===== config.mk =====
export PLATFORM = sky130hd
export DESIGN_NAME = quadrature_encoder_value_tracker_core
export DESIGN_NICKNAME = d
export VERILOG_FILES = /design/src/sv/qevt_pkg.sv /design/src/sv/qevt_range_unit.sv /design/src/sv/quadrature_encoder_value_tracker_core.sv
export SDC_FILE = /design/constraint.sdc
export NUM_CORES = 1
export LEC_CHECK = 0
export ABC_AREA = 1
export BUFFER_PORTS_ARGS = -buffer_cell sky130_fd_sc_hd__buf_2
export CAP_MARGIN = 15
export CORE_AREA = 2 2 213 215
export DETAILED_ROUTE_END_ITERATION = 16
export DIE_AREA = 0 0 215 217
export GPL_TIMING_DRIVEN = 0
export PLACE_DENSITY = 0.69
export SLEW_MARGIN = 20
export SYNTH_ARGS = -nofsm -noshare
export SYNTH_HDL_FRONTEND = slang
export SYNTH_SLANG_ARGS = --single-unit

===== constraint.sdc =====
create_clock -name clock -period 6.7 [get_ports clock]
set_input_delay 0.335 -clock clock [delete_from_list [all_inputs] [get_ports clock]]
set_output_delay 0.335 -clock clock [all_outputs]
set_load 0.01 [all_outputs]

===== src/sv/qevt_pkg.sv =====
// ----------------------------------------------------------------------------
// qevt_pkg: shared types and constants of the encoder value tracker
// Transfer payloads, register map, event codes, sequencer states and the
// quadrature transition table.
// ----------------------------------------------------------------------------
package qevt_pkg;

   localparam int DATA_W  = 32;  // config data bus
   localparam int ADDR_W  = 5;   // eight 32-bit registers
   localparam int VALUE_W = 16;  // tracked value and bounds
   localparam int THR_W   = 16;  // speed thresholds
   localparam int MULT_W  = 4;   // speed multipliers
   localparam int DELTA_W = 13;  // signed step delta, up to 255*9
   localparam int SUM_W   = 19;  // range unit datapath
   localparam int MAG_W   = 17;  // magnitude of value minus low bound

   // config register indexes
   localparam logic [2:0] REG_MIN_VALUE   = 3'd0;
   localparam logic [2:0] REG_MAX_VALUE   = 3'd1;
   localparam logic [2:0] REG_WRAP_ENABLE = 3'd2;
   localparam logic [2:0] REG_MEDIUM_THR  = 3'd3;
   localparam logic [2:0] REG_FAST_THR    = 3'd4;
   localparam logic [2:0] REG_MEDIUM_MULT = 3'd5;
   localparam logic [2:0] REG_FAST_MULT   = 3'd6;
   localparam logic [2:0] REG_ACCEL_EN    = 3'd7;

   // input actions
   localparam logic [1:0] ACT_SAMPLE = 2'd0;
   localparam logic [1:0] ACT_LOAD   = 2'd1;
   localparam logic [1:0] ACT_CLEAR  = 2'd2;

   // result event kinds
   localparam logic [1:0] EVT_INC     = 2'd0;
   localparam logic [1:0] EVT_DEC     = 2'd1;
   localparam logic [1:0] EVT_PRESS   = 2'd2;
   localparam logic [1:0] EVT_RELEASE = 2'd3;

   typedef struct packed {
      logic [1:0]                action;
      logic                      phase_a;
      logic                      phase_b;
      logic                      button_raw;
      logic [31:0]               now_ms;
      logic signed [VALUE_W-1:0] load_value;
   } req_payload_type;

   typedef struct packed {
      logic [1:0]                event_kind;
      logic signed [VALUE_W-1:0] current_value;
      logic                      last_of_run;
   } rsp_payload_type;

   // command into the wrap/clamp unit
   typedef struct packed {
      logic                      start;
      logic                      wrap;
      logic signed [VALUE_W-1:0] base;
      logic signed [DELTA_W-1:0] delta;
   } range_cmd_type;

   // status back from the wrap/clamp unit
   typedef struct packed {
      logic                      done;
      logic signed [VALUE_W-1:0] value;
   } range_rsp_type;

   typedef enum logic [2:0] {
      ST_IDLE,
      ST_DECODE,
      ST_TIME,
      ST_LOAD,
      ST_RANGE,
      ST_BUTTON,
      ST_EMIT_ROT,
      ST_EMIT_BTN
   } main_state_type;

   typedef enum logic [3:0] {
      RU_IDLE,
      RU_SUM,
      RU_CL_HI,
      RU_CL_LO,
      RU_DIFF,
      RU_SPAN,
      RU_ABS,
      RU_DIV,
      RU_FIX,
      RU_FINAL
   } range_state_type;

   // half-step delta for {previous pair, current pair}
   function automatic logic signed [1:0] quad_delta(input logic [3:0] idx);
      logic signed [1:0] d;
      case (idx)
         4'd1, 4'd7, 4'd8, 4'd14: d = 2'sd1;
         4'd2, 4'd4, 4'd11, 4'd13: d = -2'sd1;
         default: d = 2'sd0;
      endcase
      return d;
   endfunction

endpackage


===== src/sv/qevt_range_unit.sv =====
// ----------------------------------------------------------------------------
// qevt_range_unit: wrap or clamp of a value into lo..hi
// One shared adder under a small sequencer: sum, then either two clamp
// compares or a restoring remainder loop for the wrap case.
// ----------------------------------------------------------------------------
module qevt_range_unit (
   input  logic                                  clock,
   input  logic                                  reset,
   input  qevt_pkg::range_cmd_type               cmd,
   input  logic signed [qevt_pkg::VALUE_W-1:0]   lo,
   input  logic signed [qevt_pkg::VALUE_W-1:0]   hi,
   output qevt_pkg::range_rsp_type               rsp
);

   localparam int AW    = qevt_pkg::SUM_W;
   localparam int VW    = qevt_pkg::VALUE_W;
   localparam int MW    = qevt_pkg::MAG_W;
   localparam int DW    = qevt_pkg::DELTA_W;
   localparam int CNT_W = $clog2(MW);

   qevt_pkg::range_state_type state_ff, state_in;

   logic                   done_ff;
   logic signed [VW-1:0]   result_ff;
   logic                   wrap_ff;
   logic signed [VW-1:0]   base_ff;
   logic signed [DW-1:0]   delta_ff;
   logic signed [AW-1:0]   val_ff;
   logic [VW-1:0]          span_ff;
   logic [MW-1:0]          mag_ff;
   logic [VW-1:0]          rem_ff;
   logic                   neg_ff;
   logic                   plus1_ff;
   logic [CNT_W-1:0]       cnt_ff;

   logic signed [AW-1:0]   lo_x, hi_x;
   logic signed [AW-1:0]   alu_a, alu_b, alu_sum;
   logic                   alu_cin;
   logic                   alu_neg;

   assign lo_x    = {{(AW-VW){lo[VW-1]}}, lo};
   assign hi_x    = {{(AW-VW){hi[VW-1]}}, hi};
   assign alu_sum = alu_a + alu_b + {{(AW-1){1'b0}}, alu_cin};
   assign alu_neg = alu_sum[AW-1];

   // shared adder operand select
   always_comb begin
      alu_a   = '0;
      alu_b   = '0;
      alu_cin = 1'b0;
      case (state_ff)
         qevt_pkg::RU_SUM: begin
            alu_a = {{(AW-VW){base_ff[VW-1]}}, base_ff};
            alu_b = {{(AW-DW){delta_ff[DW-1]}}, delta_ff};
         end
         qevt_pkg::RU_CL_HI: begin
            alu_a   = hi_x;
            alu_b   = ~val_ff;
            alu_cin = 1'b1;
         end
         qevt_pkg::RU_CL_LO, qevt_pkg::RU_DIFF: begin
            alu_a   = val_ff;
            alu_b   = ~lo_x;
            alu_cin = 1'b1;
         end
         qevt_pkg::RU_SPAN: begin
            alu_a   = hi_x;
            alu_b   = ~lo_x;
            alu_cin = 1'b1;
         end
         qevt_pkg::RU_ABS: begin
            alu_b   = ~val_ff;
            alu_cin = 1'b1;
         end
         qevt_pkg::RU_DIV: begin
            // shifted remainder minus (span + 1)
            alu_a = {{(AW-VW-1){1'b0}}, rem_ff, mag_ff[MW-1]};
            alu_b = ~{{(AW-VW){1'b0}}, span_ff};
         end
         qevt_pkg::RU_FIX: begin
            alu_a   = {{(AW-VW){1'b0}}, span_ff};
            alu_b   = ~{{(AW-VW){1'b0}}, rem_ff};
            alu_cin = 1'b1;
         end
         qevt_pkg::RU_FINAL: begin
            alu_a   = lo_x;
            alu_b   = {{(AW-VW){1'b0}}, rem_ff};
            alu_cin = plus1_ff;
         end
         default: begin
            alu_a = '0;
         end
      endcase
   end

   // next state
   always_comb begin
      state_in = state_ff;
      case (state_ff)
         qevt_pkg::RU_IDLE:  if (cmd.start) state_in = qevt_pkg::RU_SUM;
         qevt_pkg::RU_SUM:   state_in = wrap_ff ? qevt_pkg::RU_DIFF : qevt_pkg::RU_CL_HI;
         qevt_pkg::RU_CL_HI: state_in = alu_neg ? qevt_pkg::RU_IDLE : qevt_pkg::RU_CL_LO;
         qevt_pkg::RU_CL_LO: state_in = qevt_pkg::RU_IDLE;
         qevt_pkg::RU_DIFF:  state_in = qevt_pkg::RU_SPAN;
         qevt_pkg::RU_SPAN:  state_in = qevt_pkg::RU_ABS;
         qevt_pkg::RU_ABS:   state_in = qevt_pkg::RU_DIV;
         qevt_pkg::RU_DIV:   if (cnt_ff == '0) state_in = qevt_pkg::RU_FIX;
         qevt_pkg::RU_FIX:   state_in = qevt_pkg::RU_FINAL;
         qevt_pkg::RU_FINAL: state_in = qevt_pkg::RU_IDLE;
         default:            state_in = qevt_pkg::RU_IDLE;
      endcase
   end

   always_ff @(posedge clock) begin
      if (reset) begin
         state_ff <= qevt_pkg::RU_IDLE;
         done_ff  <= 1'b0;
      end else begin
         state_ff <= state_in;
         done_ff  <= ((state_ff == qevt_pkg::RU_CL_HI) && alu_neg)
                  || (state_ff == qevt_pkg::RU_CL_LO)
                  || (state_ff == qevt_pkg::RU_FINAL);
      end
   end

   always_ff @(posedge clock) begin
      case (state_ff)
         qevt_pkg::RU_IDLE: begin
            if (cmd.start) begin
               wrap_ff  <= cmd.wrap;
               base_ff  <= cmd.base;
               delta_ff <= cmd.delta;
            end
         end
         qevt_pkg::RU_SUM: val_ff <= alu_sum;
         qevt_pkg::RU_CL_HI: begin
            if (alu_neg) result_ff <= hi;
         end
         qevt_pkg::RU_CL_LO: result_ff <= alu_neg ? lo : val_ff[VW-1:0];
         qevt_pkg::RU_DIFF: val_ff <= alu_sum;
         qevt_pkg::RU_SPAN: span_ff <= alu_sum[VW-1:0];
         qevt_pkg::RU_ABS: begin
            neg_ff <= val_ff[AW-1];
            mag_ff <= val_ff[AW-1] ? alu_sum[MW-1:0] : val_ff[MW-1:0];
            rem_ff <= '0;
            cnt_ff <= CNT_W'(MW - 1);
         end
         qevt_pkg::RU_DIV: begin
            rem_ff <= alu_neg ? {rem_ff[VW-2:0], mag_ff[MW-1]} : alu_sum[VW-1:0];
            mag_ff <= {mag_ff[MW-2:0], 1'b0};
            cnt_ff <= cnt_ff - 1'b1;
         end
         qevt_pkg::RU_FIX: begin
            // negative offset with a remainder: range - rem = (span - rem) + 1
            plus1_ff <= neg_ff && (rem_ff != '0);
            if (neg_ff && (rem_ff != '0)) rem_ff <= alu_sum[VW-1:0];
         end
         qevt_pkg::RU_FINAL: result_ff <= alu_sum[VW-1:0];
         default: begin
            val_ff <= val_ff;
         end
      endcase
   end

   assign rsp.done  = done_ff;
   assign rsp.value = result_ff;

endmodule


===== src/sv/quadrature_encoder_value_tracker_core.sv =====
// A pin sample with a step goes through the range unit, which clamps or, when
// wrapping, runs its remainder loop; each result then waits for the output register.
// A load is clamped there; a context clear or unused action ends at the transfer.
// One item at a time; req_stall stays high until the item's results are queued.
// Reset (synchronous) restores the config defaults and the tracker state.
// ----------------------------------------------------------------------------
// quadrature_encoder_value_tracker_core: quadrature encoder value tracker
// Decodes phase pin samples into steps, scales them by a speed dependent
// multiplier, wraps or clamps the tracked value and debounces the button.
// ----------------------------------------------------------------------------
module quadrature_encoder_value_tracker_core #(
   parameter int STEP_SIZE   = 1,    // 1..255
   parameter int DEBOUNCE_MS = 50    // 1..65535
) (
   input  logic                                clock,
   input  logic                                reset,
   // input item channel
   input  logic                                req_valid,
   output logic                                req_stall,
   input  qevt_pkg::req_payload_type           req_payload,
   // result channel
   output logic                                rsp_valid,
   input  logic                                rsp_stall,
   output qevt_pkg::rsp_payload_type           rsp_payload,
   // config port
   input  logic                                psel,
   input  logic                                penable,
   input  logic                                pwrite,
   input  logic [qevt_pkg::ADDR_W-1:0]         paddr,
   input  logic [qevt_pkg::DATA_W-1:0]         pwdata,
   output logic [qevt_pkg::DATA_W-1:0]         prdata,
   output logic                                pready
);

   localparam int VW  = qevt_pkg::VALUE_W;
   localparam int TW  = qevt_pkg::THR_W;
   localparam int MUW = qevt_pkg::MULT_W;
   localparam int DW  = qevt_pkg::DELTA_W;

   // ------------------------------------------------------------------
   // Config registers
   // ------------------------------------------------------------------
   logic signed [VW-1:0] min_value_ff, max_value_ff;
   logic                 wrap_enable_ff;
   logic [TW-1:0]        medium_thr_ff, fast_thr_ff;
   logic [MUW-1:0]       medium_mult_ff, fast_mult_ff;
   logic                 accel_enable_ff;

   logic                 csr_write;
   logic [2:0]           csr_index;
   logic                 mult_ok;

   assign pready    = 1'b1;
   assign csr_write = psel && penable && pwrite;
   assign csr_index = paddr[qevt_pkg::ADDR_W-1:2];
   // multiplier writes outside 1..9 leave the register alone
   assign mult_ok   = (pwdata[MUW-1:0] inside {[4'd1:4'd9]});

   always_ff @(posedge clock) begin
      if (reset) begin
         min_value_ff    <= 16'sd0;
         max_value_ff    <= 16'sd255;
         wrap_enable_ff  <= 1'b1;
         medium_thr_ff   <= 16'd100;
         fast_thr_ff     <= 16'd40;
         medium_mult_ff  <= 4'd2;
         fast_mult_ff    <= 4'd3;
         accel_enable_ff <= 1'b1;
      end else if (csr_write) begin
         case (csr_index)
            qevt_pkg::REG_MIN_VALUE:   min_value_ff   <= pwdata[VW-1:0];
            qevt_pkg::REG_MAX_VALUE:   max_value_ff   <= pwdata[VW-1:0];
            qevt_pkg::REG_WRAP_ENABLE: wrap_enable_ff <= pwdata[0];
            // a zero threshold is stored as one
            qevt_pkg::REG_MEDIUM_THR:
               medium_thr_ff <= (pwdata[TW-1:0] == '0) ? TW'(1) : pwdata[TW-1:0];
            qevt_pkg::REG_FAST_THR:
               fast_thr_ff <= (pwdata[TW-1:0] == '0) ? TW'(1) : pwdata[TW-1:0];
            qevt_pkg::REG_MEDIUM_MULT: if (mult_ok) medium_mult_ff <= pwdata[MUW-1:0];
            qevt_pkg::REG_FAST_MULT:   if (mult_ok) fast_mult_ff <= pwdata[MUW-1:0];
            qevt_pkg::REG_ACCEL_EN:    accel_enable_ff <= pwdata[0];
            default:                   accel_enable_ff <= accel_enable_ff;
         endcase
      end
   end

   always_comb begin
      case (csr_index)
         qevt_pkg::REG_MIN_VALUE:   prdata = {{(32-VW){min_value_ff[VW-1]}}, min_value_ff};
         qevt_pkg::REG_MAX_VALUE:   prdata = {{(32-VW){max_value_ff[VW-1]}}, max_value_ff};
         qevt_pkg::REG_WRAP_ENABLE: prdata = {31'b0, wrap_enable_ff};
         qevt_pkg::REG_MEDIUM_THR:  prdata = {{(32-TW){1'b0}}, medium_thr_ff};
         qevt_pkg::REG_FAST_THR:    prdata = {{(32-TW){1'b0}}, fast_thr_ff};
         qevt_pkg::REG_MEDIUM_MULT: prdata = {{(32-MUW){1'b0}}, medium_mult_ff};
         qevt_pkg::REG_FAST_MULT:   prdata = {{(32-MUW){1'b0}}, fast_mult_ff};
         qevt_pkg::REG_ACCEL_EN:    prdata = {31'b0, accel_enable_ff};
         default:                   prdata = '0;
      endcase
   end

   // bounds in order; min above max uses them swapped
   logic signed [VW-1:0] lo, hi;
   assign lo = (min_value_ff > max_value_ff) ? max_value_ff : min_value_ff;
   assign hi = (min_value_ff > max_value_ff) ? min_value_ff : max_value_ff;

   // ------------------------------------------------------------------
   // Tracker state and item latch
   // ------------------------------------------------------------------
   qevt_pkg::main_state_type  state_ff, state_in;
   qevt_pkg::req_payload_type item_ff;

   logic [1:0]           last_phase_ff;
   logic signed [2:0]    acc_ff;          // half steps, stays within -1..1
   logic signed [VW-1:0] tracked_ff;
   logic [31:0]          last_step_ff;    // 0 means no step yet
   logic                 raw_prev_ff;
   logic                 deb_ff;
   logic                 held_ff;
   logic [31:0]          change_time_ff;

   logic                 is_load_ff;
   logic                 step_dn_ff;
   logic                 rot_pend_ff;
   logic signed [VW-1:0] rot_value_ff;
   logic                 btn_pend_ff;
   logic [1:0]           btn_kind_ff;

   logic                      rsp_valid_ff;
   qevt_pkg::rsp_payload_type rsp_payload_ff;

   logic req_accept;
   assign req_accept = req_valid && (state_ff == qevt_pkg::ST_IDLE);

   // ------------------------------------------------------------------
   // Phase decode: at most one full step per sample
   // ------------------------------------------------------------------
   logic [1:0]        cur_pair;
   logic              moved;
   logic signed [1:0] half_delta;
   logic signed [2:0] acc_sum;
   logic              step_up, step_dn, take_step;

   always_comb begin
      cur_pair   = {item_ff.phase_a, item_ff.phase_b};
      moved      = (cur_pair != last_phase_ff);
      half_delta = qevt_pkg::quad_delta({last_phase_ff, cur_pair});
      acc_sum    = acc_ff + {half_delta[1], half_delta};
      step_up    = moved && (half_delta != 2'sd0) && (acc_sum == 3'sd2);
      step_dn    = moved && (half_delta != 2'sd0) && (acc_sum == -3'sd2);
      take_step  = step_up || step_dn;
   end

   // ------------------------------------------------------------------
   // Step timing and multiplier
   // ------------------------------------------------------------------
   logic [31:0]          elapsed;
   logic [MUW-1:0]       mult;
   logic [DW-2:0]        delta_mag;
   logic signed [DW-1:0] delta_val;

   always_comb begin
      elapsed = (last_step_ff == '0) ? 32'd1 : (item_ff.now_ms - last_step_ff);
      mult    = MUW'(1);
      if (accel_enable_ff && (elapsed != '0)) begin
         if (elapsed <= {{(32-TW){1'b0}}, fast_thr_ff})
            mult = fast_mult_ff;
         else if (elapsed <= {{(32-TW){1'b0}}, medium_thr_ff})
            mult = medium_mult_ff;
      end
      delta_mag = (DW-1)'(STEP_SIZE) * {{(DW-1-MUW){1'b0}}, mult};
      delta_val = step_dn_ff ? -$signed({1'b0, delta_mag}) : $signed({1'b0, delta_mag});
   end

   // ------------------------------------------------------------------
   // Button debounce
   // ------------------------------------------------------------------
   logic [31:0] since_change;
   logic        raw_moved, settle, press, release_evt;

   always_comb begin
      since_change = item_ff.now_ms - change_time_ff;
      raw_moved    = (item_ff.button_raw != raw_prev_ff);
      settle       = !raw_moved && (item_ff.button_raw != deb_ff)
                  && (since_change > 32'(DEBOUNCE_MS));
      press        = settle && !held_ff && !item_ff.button_raw;
      release_evt  = settle && held_ff && item_ff.button_raw;
   end

   // ------------------------------------------------------------------
   // Wrap / clamp unit
   // ------------------------------------------------------------------
   qevt_pkg::range_cmd_type rng_cmd;
   qevt_pkg::range_rsp_type rng_rsp;

   qevt_range_unit u_range (
      .clock (clock),
      .reset (reset),
      .cmd   (rng_cmd),
      .lo    (lo),
      .hi    (hi),
      .rsp   (rng_rsp)
   );

   // ------------------------------------------------------------------
   // Sequencer: next state
   // ------------------------------------------------------------------
   logic out_free;
   assign out_free = !rsp_valid_ff || !rsp_stall;

   always_comb begin
      state_in = state_ff;
      case (state_ff)
         qevt_pkg::ST_IDLE: begin
            if (req_accept) begin
               case (req_payload.action)
                  qevt_pkg::ACT_SAMPLE: state_in = qevt_pkg::ST_DECODE;
                  qevt_pkg::ACT_LOAD:   state_in = qevt_pkg::ST_LOAD;
                  default:              state_in = qevt_pkg::ST_IDLE;
               endcase
            end
         end
         qevt_pkg::ST_DECODE:
            state_in = take_step ? qevt_pkg::ST_TIME : qevt_pkg::ST_BUTTON;
         qevt_pkg::ST_TIME: state_in = qevt_pkg::ST_RANGE;
         qevt_pkg::ST_LOAD: state_in = qevt_pkg::ST_RANGE;
         qevt_pkg::ST_RANGE: begin
            if (rng_rsp.done)
               state_in = is_load_ff ? qevt_pkg::ST_IDLE : qevt_pkg::ST_BUTTON;
         end
         qevt_pkg::ST_BUTTON: begin
            if (rot_pend_ff)                state_in = qevt_pkg::ST_EMIT_ROT;
            else if (press || release_evt)  state_in = qevt_pkg::ST_EMIT_BTN;
            else                            state_in = qevt_pkg::ST_IDLE;
         end
         qevt_pkg::ST_EMIT_ROT: begin
            if (out_free)
               state_in = btn_pend_ff ? qevt_pkg::ST_EMIT_BTN : qevt_pkg::ST_IDLE;
         end
         qevt_pkg::ST_EMIT_BTN: if (out_free) state_in = qevt_pkg::ST_IDLE;
         default: state_in = qevt_pkg::ST_IDLE;
      endcase
   end

   // ------------------------------------------------------------------
   // Sequencer: outputs
   // ------------------------------------------------------------------
   logic                      rsp_load;
   qevt_pkg::rsp_payload_type rsp_next;

   always_comb begin
      req_stall      = (state_ff != qevt_pkg::ST_IDLE);
      rng_cmd.start  = 1'b0;
      rng_cmd.wrap   = 1'b0;
      rng_cmd.base   = tracked_ff;
      rng_cmd.delta  = delta_val;
      rsp_load       = 1'b0;
      rsp_next.event_kind    = qevt_pkg::EVT_INC;
      rsp_next.current_value = rot_value_ff;
      rsp_next.last_of_run   = 1'b1;
      case (state_ff)
         qevt_pkg::ST_TIME: begin
            rng_cmd.start = 1'b1;
            rng_cmd.wrap  = wrap_enable_ff;
         end
         qevt_pkg::ST_LOAD: begin
            // load is always clamped
            rng_cmd.start = 1'b1;
            rng_cmd.base  = item_ff.load_value;
            rng_cmd.delta = '0;
         end
         qevt_pkg::ST_EMIT_ROT: begin
            rsp_load               = out_free;
            rsp_next.event_kind    = step_dn_ff ? qevt_pkg::EVT_DEC : qevt_pkg::EVT_INC;
            rsp_next.last_of_run   = !btn_pend_ff;
         end
         qevt_pkg::ST_EMIT_BTN: begin
            rsp_load               = out_free;
            rsp_next.event_kind    = btn_kind_ff;
            rsp_next.current_value = '0;
         end
         default: begin
            rsp_load = 1'b0;
         end
      endcase
   end

   // ------------------------------------------------------------------
   // Control registers
   // ------------------------------------------------------------------
   always_ff @(posedge clock) begin
      if (reset) begin
         state_ff       <= qevt_pkg::ST_IDLE;
         last_phase_ff  <= 2'b11;
         acc_ff         <= 3'sd0;
         tracked_ff     <= 16'sd0;
         last_step_ff   <= '0;
         raw_prev_ff    <= 1'b1;
         deb_ff         <= 1'b1;
         held_ff        <= 1'b0;
         change_time_ff <= '0;
         rsp_valid_ff   <= 1'b0;
         rot_pend_ff    <= 1'b0;
         btn_pend_ff    <= 1'b0;
      end else begin
         state_ff <= state_in;

         if (rsp_load)        rsp_valid_ff <= 1'b1;
         else if (!rsp_stall) rsp_valid_ff <= 1'b0;

         case (state_ff)
            qevt_pkg::ST_IDLE: begin
               // context clear happens right at the transfer
               if (req_accept && (req_payload.action == qevt_pkg::ACT_CLEAR)) begin
                  acc_ff       <= 3'sd0;
                  last_step_ff <= '0;
               end
            end
            qevt_pkg::ST_DECODE: begin
               rot_pend_ff <= 1'b0;
               btn_pend_ff <= 1'b0;
               if (moved) last_phase_ff <= cur_pair;
               if (half_delta != 2'sd0) acc_ff <= take_step ? 3'sd0 : acc_sum;
            end
            qevt_pkg::ST_TIME: last_step_ff <= item_ff.now_ms;
            qevt_pkg::ST_RANGE: begin
               if (rng_rsp.done) begin
                  tracked_ff  <= rng_rsp.value;
                  rot_pend_ff <= !is_load_ff && (rng_rsp.value != tracked_ff);
               end
            end
            qevt_pkg::ST_BUTTON: begin
               if (raw_moved) begin
                  raw_prev_ff    <= item_ff.button_raw;
                  change_time_ff <= item_ff.now_ms;
               end
               if (settle) deb_ff <= item_ff.button_raw;
               if (press) held_ff <= 1'b1;
               if (release_evt) held_ff <= 1'b0;
               btn_pend_ff <= press || release_evt;
            end
            default: begin
               held_ff <= held_ff;
            end
         endcase
      end
   end

   // ------------------------------------------------------------------
   // Payload registers
   // ------------------------------------------------------------------
   always_ff @(posedge clock) begin
      if (req_accept) begin
         item_ff    <= req_payload;
         is_load_ff <= (req_payload.action == qevt_pkg::ACT_LOAD);
      end
      if (state_ff == qevt_pkg::ST_DECODE) step_dn_ff <= step_dn;
      if ((state_ff == qevt_pkg::ST_RANGE) && rng_rsp.done) rot_value_ff <= rng_rsp.value;
      if (state_ff == qevt_pkg::ST_BUTTON)
         btn_kind_ff <= press ? qevt_pkg::EVT_PRESS : qevt_pkg::EVT_RELEASE;
      if (rsp_load) rsp_payload_ff <= rsp_next;
   end

   assign rsp_valid   = rsp_valid_ff;
   assign rsp_payload = rsp_payload_ff;

endmodule

== Yosys cells after proc, flatten, opt, wreduce, memory -nomap -nowiden ==
Memories as Yosys holds them, arrays and structs flattened.
Index checks and enable logic that the tools add are counted.

* Bits in latches: 0
* Bits of input ports: 97
* Memory bits (read-only): 32
* Register bits after elaboration: 384
* Output and inout bits: 54
* Memory bits (writable): 0
* Memories: 1

* Muxes and demuxes: 56
* Eq/ne operators: 42
* $add $sub $neg: 7
* Divide/modulo/power cells: 0
* Reductions and logical operators: 80
* Shift operators: 0
* Multipliers: 0
* Magnitude comparators: 6
* Bitwise logic cells: 5

{| class="wikitable"
|+ Memory list
! name !! depth !! width !! rd ports !! clocked after Yosys merged registers in !! write ports !! line !! text
|-
| (no name shown) || 16 || 2 || 1 || 0 || 0 || qevt_pkg.sv:94 || <nowiki>case (idx)</nowiki>
|}

{| class="wikitable"
|+ Operators with widths
! operator !! number
|-
| 32-bit case mux with 8 select lines || 1
|-
| 19-bit case mux with 6 select lines || 2
|-
| 16-bit two-way mux || 7
|-
| 16-bit case mux with 3 select lines || 2
|-
| 32-bit by 16-bit <= comparator with 1-bit output || 2
|-
| 32-bit two-way mux || 2
|-
| 32-bit case mux with 2 select lines || 1
|-
| 32-bit subtractor || 2
|-
| 16-bit inverter with 19-bit output || 3
|-
| 3-bit two-way mux || 13
|-
| 17-bit case mux with 2 select lines || 1
|-
| 2-bit AND reduction || 17
|-
| 32-bit by 6-bit > comparator with 1-bit output, second input constant || 1
|-
| 32-bit zero test || 1
|-
| 4-bit case mux with 8 select lines || 1
|-
| 32-bit nonzero test || 1
|-
| 29-bit two-way mux || 1
|-
| 3-bit == test, second input constant || 9
|-
| 3-bit case mux with 7 select lines || 1
|-
| 4-bit two-way mux || 5
|-
| 19-bit by 1-bit adder with 19-bit output || 1
|-
| 19-bit adder || 1
|-
| 1-bit logical AND || 19
|-
| 19-bit inverter || 1
|-
| other kinds (43) || 101
|}

== Depth between registers and ports, before layout ==
Gate-level depths: netlist (run 1).

* Depth in word-level cells: 10
* Mapped depth: 35

== Hierarchy ==
Synthesis (run 1) repeated with hierarchy kept, for this count alone.

* Cell total of the unflattened synthesis: 3328
* Area total of the unflattened synthesis: 24592.3 sq um

{| class="wikitable"
|+ By module, submodules not included
! module !! times used !! seq. area each (sq um) !! cells an instance !! area an instance (sq um)
|-
| quadrature_encoder_value_tracker_core || 1 || 6035.8 || 2459 || 17038.8
|-
| qevt_range_unit || 1 || 3733.6 || 869 || 7553.5
|}

== Worst setup path before layout (run 1) ==
Ideal clock, no wire load.

* Kind: register to register
* Start point: register max_value_ff[11]
* End point: register u_range.result_ff[0], enable pin
* Arrival: 4207 ps
* Required time: 6327 ps
* Path slack: 2120 ps
* Cell stages (with the launch flop): 22
* Setup time: 373 ps
* Buffers on the path: 2
* Clock period less this slack: 4580 ps
* Cells stage by stage: dfxtp_1 inv_1 ha_1 a21oi_1 nand2_1 a21oi_1 nand2_1 nand2_1 nand3_2 clkbuf_1 o21ai_0 nand2_1 o2111ai_1 inv_1 fa_1 fa_1 o311ai_0 nand3_1 nand2_2 buf_4 nand2_1 nand2_1

* Word-level cells in the longest chain between the ends: 8
* Elaborated cells between the ends (all ways): 10
* Those cells by class: add/sub: 2; order compare: 1; eq/ne: 1; mux: 4; bitwise: 1; reduce/logical: 1

{| class="wikitable"
|+ RTL lines
! item !! line !! text
|-
| start: declaration || quadrature_encoder_value_tracker_core.sv:43 || <nowiki>logic signed [VW-1:0] min_value_ff, max_value_ff;</nowiki>
|-
| start signal: assignment || quadrature_encoder_value_tracker_core.sv:72 || <nowiki>qevt_pkg::REG_MAX_VALUE: max_value_ff <= pwdata[VW-1:0];</nowiki>
|-
| 16-bit > comparator || quadrature_encoder_value_tracker_core.sv:103, quadrature_encoder_value_tracker_core.sv:104 ||
|-
| 16-bit two-way mux || quadrature_encoder_value_tracker_core.sv:103 || <nowiki>assign lo = (min_value_ff > max_value_ff) ? max_value_ff : min_value_ff;</nowiki>
|-
| 16-bit inverter with 19-bit output || qevt_range_unit.sv:63, qevt_range_unit.sv:68 ||
|-
| 19-bit case mux with 6 select lines || qevt_range_unit.sv:51 || <nowiki>case (state_ff)</nowiki>
|-
| 19-bit adder (*) || qevt_range_unit.sv:43 || <nowiki>assign alu_sum = alu_a + alu_b + {{(AW-1){1'b0}}, alu_cin};</nowiki>
|-
| 19-bit by 1-bit adder with 19-bit output (*) || qevt_range_unit.sv:43 ||
|-
| 2-bit by 1-bit inequality test with 1-bit output (no source line) (*) || - ||
|-
| 2-bit AND reduction (no source line) (*) || - ||
|-
| end signal: assignment || qevt_range_unit.sv:137 || <nowiki>if (alu_neg) result_ff <= hi;</nowiki>
|-
| end signal: assignment || qevt_range_unit.sv:139 || <nowiki>qevt_pkg::RU_CL_LO: result_ff <= alu_neg ? lo : val_ff[VW-1:0];</nowiki>
|-
| end signal: assignment || qevt_range_unit.sv:158 || <nowiki>qevt_pkg::RU_FINAL: result_ff <= alu_sum[VW-1:0];</nowiki>
|-
| end: declaration || qevt_range_unit.sv:24 || <nowiki>logic signed [VW-1:0] result_ff;</nowiki>
|}

Every way passes the cells marked *; elsewhere a longest branch is shown, timed or not.
A chain may end at the register's enable or synchronous reset.

== Final worst setup path (run 1) ==
* Start point: register max_value_ff[12]
* End point: register u_range.result_ff[0], enable pin

Same word-level chain as after synthesis.

==> results of run 1 <==
==> worst max-delay path by stage <==
stage	from	end	slack [ps]	cells after the start
after global routing	max_value_ff[5]	u_range.result_ff[0]	10	24
after detailed placement	max_value_ff[12]	u_range.result_ff[12]	40	21
final	max_value_ff[12]	u_range.result_ff[0]	520	21
after floorplan	max_value_ff[11]	u_range.result_ff[0]	2120	21
after global placement	u_range.state_ff[0]	u_range.result_ff[12]	-430	18
after CTS	max_value_ff[12]	u_range.result_ff[7]	30	21
==> sequential cells by signal, indices dropped and copies added (netlist names), 3 cells and up <==
| signal | count |
|---|---|
| item_ff | 49 |
| change_time_ff | 32 |
| last_step_ff | 32 |
| rsp_payload | 19 |
| u_range.val_ff | 19 |
| u_range.mag_ff | 17 |
| fast_thr_ff | 16 |
| max_value_ff | 16 |
| medium_thr_ff | 16 |
| min_value_ff | 16 |
| rot_value_ff | 16 |
| tracked_ff | 16 |
| u_range.base_ff | 16 |
| u_range.rem_ff | 16 |
| u_range.result_ff | 16 |
| u_range.span_ff | 16 |
| u_range.delta_ff | 7 |
| u_range.cnt_ff | 5 |
| fast_mult_ff | 4 |
| medium_mult_ff | 4 |
| u_range.state_ff | 4 |
| acc_ff | 3 |
| state_ff | 3 |
==> layer usage <==
metal | GRT usage | vias to the layer above | share of wire
met5 | 0 | - | 0
met4 | 0.221 | 0 | 0.067
met3 | 0.0545 | 254 | 0.072
met2 | 0.590 | 1008 | 0.47
met1 | 0.422 | 11182 | 0.39
li1 | - | 11377 | -
==> cells in the final DEF (no fill, tap or decap), types with 22 or more instances in the layout <==
| cell type | n |
|---|---|
| nand2_1 | 758 |
| inv_1 | 483 |
| a21oi_1 | 274 |
| o21ai_0 | 259 |
| nor2_1 | 250 |
| edfxtp_1 | 204 |
| dfxtp_1 | 173 |
| nand3_1 | 162 |
| ha_1 | 135 |
| buf_2 | 134 |
| clkbuf_1 | 98 |
| nand4_1 | 68 |
| dlygate4sd3_1 | 55 |
| clkbuf_16 | 43 |
| o211ai_1 | 38 |
| xnor2_1 | 31 |
| nor3_1 | 24 |
| o21bai_1 | 22 |
==> cell type report <==
class | instances | share of cell area
Multi-Input combinational cell | 2255 | 0.438
Sequential cell | 377 | 0.346
Inverter | 497 | 0.0674
Timing Repair Buffer | 193 | 0.0471
Clock buffer | 55 | 0.0423
Tap cell | 600 | 0.0271
Buffer | 118 | 0.0192
Clock inverter | 25 | 0.0130
==> kinds of logic (layout without fill, tap and decap cells) <==
family,after synthesis,count (layout),synth area share
xor+xnor,48,48,0.0175
other cells,1,1,0.000156
compound gates,717,717,0.170
flops,377,377,0.398
simple gates,1349,1349,0.240
buf+inv,615,888,0.0996
fa+ha+maj,140,140,0.0743
==> timing repair <==
action,CTS,global route
setup endpoints to repair,0,17
gates resized for setup,0,1
hold buffers,55,0
hold endpoints to repair,55,0
==> power by group through the flow <==
stage               sequential, mW  clock (mW)  combinational [mW]
CTS                           3.23        2.56                5.74
global route                  3.25        2.65                6.50
floorplan                     3.16           0                4.00
global placement              3.30           0                5.52
detailed placement            3.27           0                5.69
finish                        3.24        2.54                5.86
==> tightest hold or removal path: cells and delay by family <==
kind | cells | cell delay [ps]
buffers and inverters | 1 | 120
and+or+nand+nor | 1 | 60
AOI/OAI and AO/OA | 1 | 70
==> flow_metrics.tcl, run 1 <==
set metrics [dict create \
    io-pin-count 151 \
    drt_iter0_markers 2143 \
    synth_seq_area_share 0.398 \
    syn_nets 3484 \
    dieArea_um2 46700 \
    antenna_cells 0 \
    die_width_um 215 \
    synth_top_area_frac 0.254 \
    nets 3722 \
    post-route-util 0.620 \
    clkTransAtPathRegs_ps 60 \
    slew_headroom 0.252 \
    dp_hpwl_um 64800 \
    layoutNonFillerInstCount 4120 \
    clock_power_share 0.218 \
    grt_max_degree 30 \
    p_seq_frac 0.278 \
    seq_area_um2 9590 \
    syn_inst 3247 \
    synth-seq-cells 377 \
    r2r_slack_ps 520 \
    grt_overflow_total 0 \
    p_comb_frac 0.503 \
    leakagePower_nw 12.3 \
    worstReg2RegEnd "u_range.result_ff[0]" \
    hp-class "in -> reg" \
    grt_antenna_before_repair 0 \
    postRouteAntennaNets 0 \
    synth_common_cells "nand2_1, inv_1, a21oi_1, o21ai_0, nor2_1" \
    root_buffer "clkbuf_16" \
    yosys.area.top_type "edfxtp_1" \
    dpl_worst_slack_ps 44.9 \
    slowest_delay_ps 680 \
    dp.cells 3985 \
    whs_ps 19.4 \
    multiInputGateArea_um2 12100 \
    first_pass_iters 6 \
    critical-path-top-delay-family "simple AND/OR/NAND/NOR gates" \
    cpMostUsedCell "nand2_1" \
    swShare 0.460 \
    totalWireLength_um 83000 \
    yosysMostFrequentCell "nand2_1" \
    min_period_over_period 0.922 \
    vias_per_cell 5.78 \
    timing.final.crit_period_ps 6180 \
    fillers 4179 \
    ys.flop_type "edfxtp_1" \
    cp_num_buf_inv 3 \
    yosys.cell_types.count 64 \
    fin_area_um2 27700 \
    drv_slew 0 \
    crit_type "reg -> reg" \
    cts.sinks 377 \
    drv_cap 0 \
    startpoint_type "flip-flop" \
    critical_path.slowest_cell "o311ai_1" \
    arrival_ps 6420 \
    required_ps 6940 \
    rr_startpoint "max_value_ff[12]" \
    holdPathStages 3 \
    placed_area_um2 25600 \
    clk_latency_ps 610 \
    setup_viol 0 \
    die_h_um 217 \
    cts_tree "built" \
    tns_ps 0 \
    worst_slew_pin_slew_ps 1120 \
    yosysWarnings 0 \
    htreeDepth 2 \
    path_cells "inv_1, ha_1, nand2_1, nor3_2, nand2_1, nand3_1, nand3_2, clkbuf_1, o21ai_0, o22ai_1, a2111o_1, ha_1, nand2_1, nor3_1, nand2_1, o311ai_1, nand3_1, nand2_2, buf_4, nand2_1, nand2_2" \
    core_um2 44700 \
    clockBufferDepth 3 \
    hp-start "pwdata[1]" \
    p_sw_mw 5.35 \
    gp_congestion 0.986 \
    power_mw 11.6 \
    cp_max_fo 17 \
    hold_violations 0 \
    syn_area_um2 24100 \
    vias 23821 \
    cts_setup_buffers 0 \
    ys_async_sr_fraction 0 \
    p_int_mw 6.29 \
    wl_per_cell_um 20.1 \
    crit_path_end_kind "flip-flop" \
    ir_worst_vdd_mv 0.359 \
    hold_end "max_value_ff[1]" \
    clock_skew_ps 26.0 \
    rsz0062_at_grt "no" \
    powerDensity_nw_per_um2 420 \
    synth_area_per_cell_um2 7.41 \
    initial_utilization 0.539 \
    ys_top_cells_by_area "edfxtp_1, dfxtp_1, nand2_1" \
    drc 0 \
    grt_pass1_wl_um 127000 \
    reg2reg_depth 21 \
    area.growth.synth_to_final_pct 15.1 \
    grt_pass1_vias 23116 \
    drive_above_1_share 0.0852 \
    grtUsageTotal 0.351 \
    io_buffers 130 \
    fmax_mhz 162 \
    outcome "finished, final reports clean" \
    setup_ws_ps 521 \
    rows 78 \
    synth_edf_count 204 \
    numCtsBuffers 43 \
]
Power figures use the tool's default switching activity.
==> run 2, diff against run 1 <==
REMOVE_ABC_BUFFERS = 1   (was unset)
==> flow_metrics.tcl, run 2 (synthesis gave the netlist of run 1 again) <==
set metrics [dict create \
    grt_pass1_vias 22504 \
    vias 22822 \
    rr_startpoint "max_value_ff[9]" \
    drv_cap 0 \
    cp_num_buf_inv 3 \
    grtUsageTotal 0.316 \
    cts_tree "built" \
    layoutNonFillerInstCount 4012 \
    dp_hpwl_um 55700 \
    min_period_over_period 0.893 \
    tns_ps 0 \
    die_h_um 217 \
    cp_max_fo 63 \
    wl_per_cell_um 18.7 \
    leakagePower_nw 12.1 \
    nets 3614 \
    reg.largest.list "item_ff (49), change_time_ff (32), last_step_ff (32)" \
    rows 78 \
    hp-start "pwdata[2]" \
    path_cells "inv_1, ha_1, nand2_1, nand2_1, nand3_1, nand2_1, a21oi_1, nand2_1, nand2_1, nand3_4, o21ai_1, nand2_1, o2111ai_1, inv_1, fa_1, fa_1, o311ai_0, nand3_1, nand2_4, inv_1, nor2_1, o21ai_1" \
    postRouteAntennaNets 0 \
    arrival_ps 6310 \
    gp_congestion 0.983 \
    powerDensity_nw_per_um2 419 \
    clock_skew_ps 19.5 \
    clockBufferDepth 3 \
    drt_iter0_markers 1857 \
    rsz0062_at_grt "no" \
    power_mw 11.5 \
    crit_type "reg -> reg" \
    slowest_delay_ps 570 \
    grt_pass1_wl_um 117000 \
    core_um2 44700 \
    final_common_cell "nand2_1" \
    timing.final.crit_period_ps 5990 \
    r2r_slack_ps 710 \
    grt_antenna_before_repair 0 \
    worstReg2RegEnd "u_range.rem_ff[0]" \
    holdPathStages 3 \
    initial_utilization 0.539 \
    dieArea_um2 46700 \
    drc 0 \
    fin_area_um2 27400 \
    clk_latency_ps 580 \
    slew_headroom 0.272 \
    placed_area_um2 25400 \
    totalWireLength_um 74900 \
    startpoint_type "flip-flop" \
    hold_violations 0 \
    clkTransAtPathRegs_ps 60 \
    antenna_cells 0 \
    hp-class "in -> reg" \
    dp.cells 3880 \
    critical_path.slowest_cell "o21ai_1" \
    crit_start "max_value_ff[9]" \
    area.growth.synth_to_final_pct 14.0 \
    cpMostUsedCell "nand2_1" \
    fmax_mhz 167 \
    mostFrequentLayoutCells "nand2_1, inv_1, a21oi_1, o21ai_0, nor2_1" \
    htreeDepth 2 \
    largest_reg_flops 49 \
    numCtsBuffers 44 \
    vias_per_cell 5.69 \
    critical-path-top-delay-family "simple AND/OR/NAND/NOR gates" \
    outcome "finished, final reports clean" \
    drv_slew 0 \
    crit_path_end_kind "flip-flop" \
    grt_overflow_total 0 \
    required_ps 7020 \
    drive_above_1_share 0.0888 \
    worst_slew_pin_slew_ps 1090 \
    ir_worst_vdd_mv 0.363 \
    root_buffer "clkbuf_16" \
    setup_viol 0 \
    grt_max_degree 83 \
    reg2reg_depth 22 \
    whs_ps 25.6 \
    cts.sinks 377 \
    hold_end "max_value_ff[2]" \
    io_buffers 131 \
    io-pin-count 151 \
    first_pass_iters 7 \
    regMostFlops "item_ff" \
    die_width_um 215 \
]
-- run 2: report_power, final --
group          switching (mW)  internal [mW]  total (mW)
registers               0.277           2.95        3.23
clock network            1.00           1.59        2.59
logic                    3.89           1.78        5.67
-- run 2: routing by layer --
metal / up-vias / wire [µm] / global-route usage
li1: 11125 / - / -
met1: 10679 / 28900 / 0.362
met2: 794 / 38000 / 0.583
met3: 224 / 4200 / 0.0372
met4: 0 / 3770 / 0.158
met5: - / 0 / 0
-- run 2: worst max-delay path by stage --
stage                            end  slack (ps)  cells after the start
4_1_cts        u_range.result_ff[14]         180                     21
5_1_grt        u_range.result_ff[14]         150                     22
3_5_place_dp   u_range.result_ff[12]        -320                     21
2_1_floorplan              acc_ff[2]        1190                      7
6_report           u_range.rem_ff[0]         710                     22
3_3_place_gp     u_range.base_ff[12]       -1330                      6
-- run 2: repair_timing --
item,in CTS,in global routing
pin swaps,0,0
buffers inserted,0,0
endpoints found under the hold margin,51,0
endpoints found under the setup margin,23,46
hold buffers,51,0
resized for setup,3,3
-- run 2: worst register-to-register path, delay by kind of cell (launching register included) --
family          cells  cell delay (ps)
simple gates       11             2010
compound gates      5             1480
fa+ha+maj           3             1280
buf+inv             3              560
flops               1              430
-- run 2: metrics by stage --
| step | setup slack [ps] | utilization |
|---|---|---|
| global route | 149 | 0.614 |
| global placement | -1330 | 0.558 |
| finish | 715 | 0.614 |
| CTS | 176 | 0.614 |
| floorplan | 1190 | - |
| detailed placement | -320 | 0.567 |
-- run 2: layout make-up --
type	instances	area, µm²
multi-input combinational	2255	12200
clock inverter	19	263
fill	4155	17200
inverter	497	1870
clock buffer	62	1310
sequential	377	9590
timing repair buffer	202	1460
tap	600	751
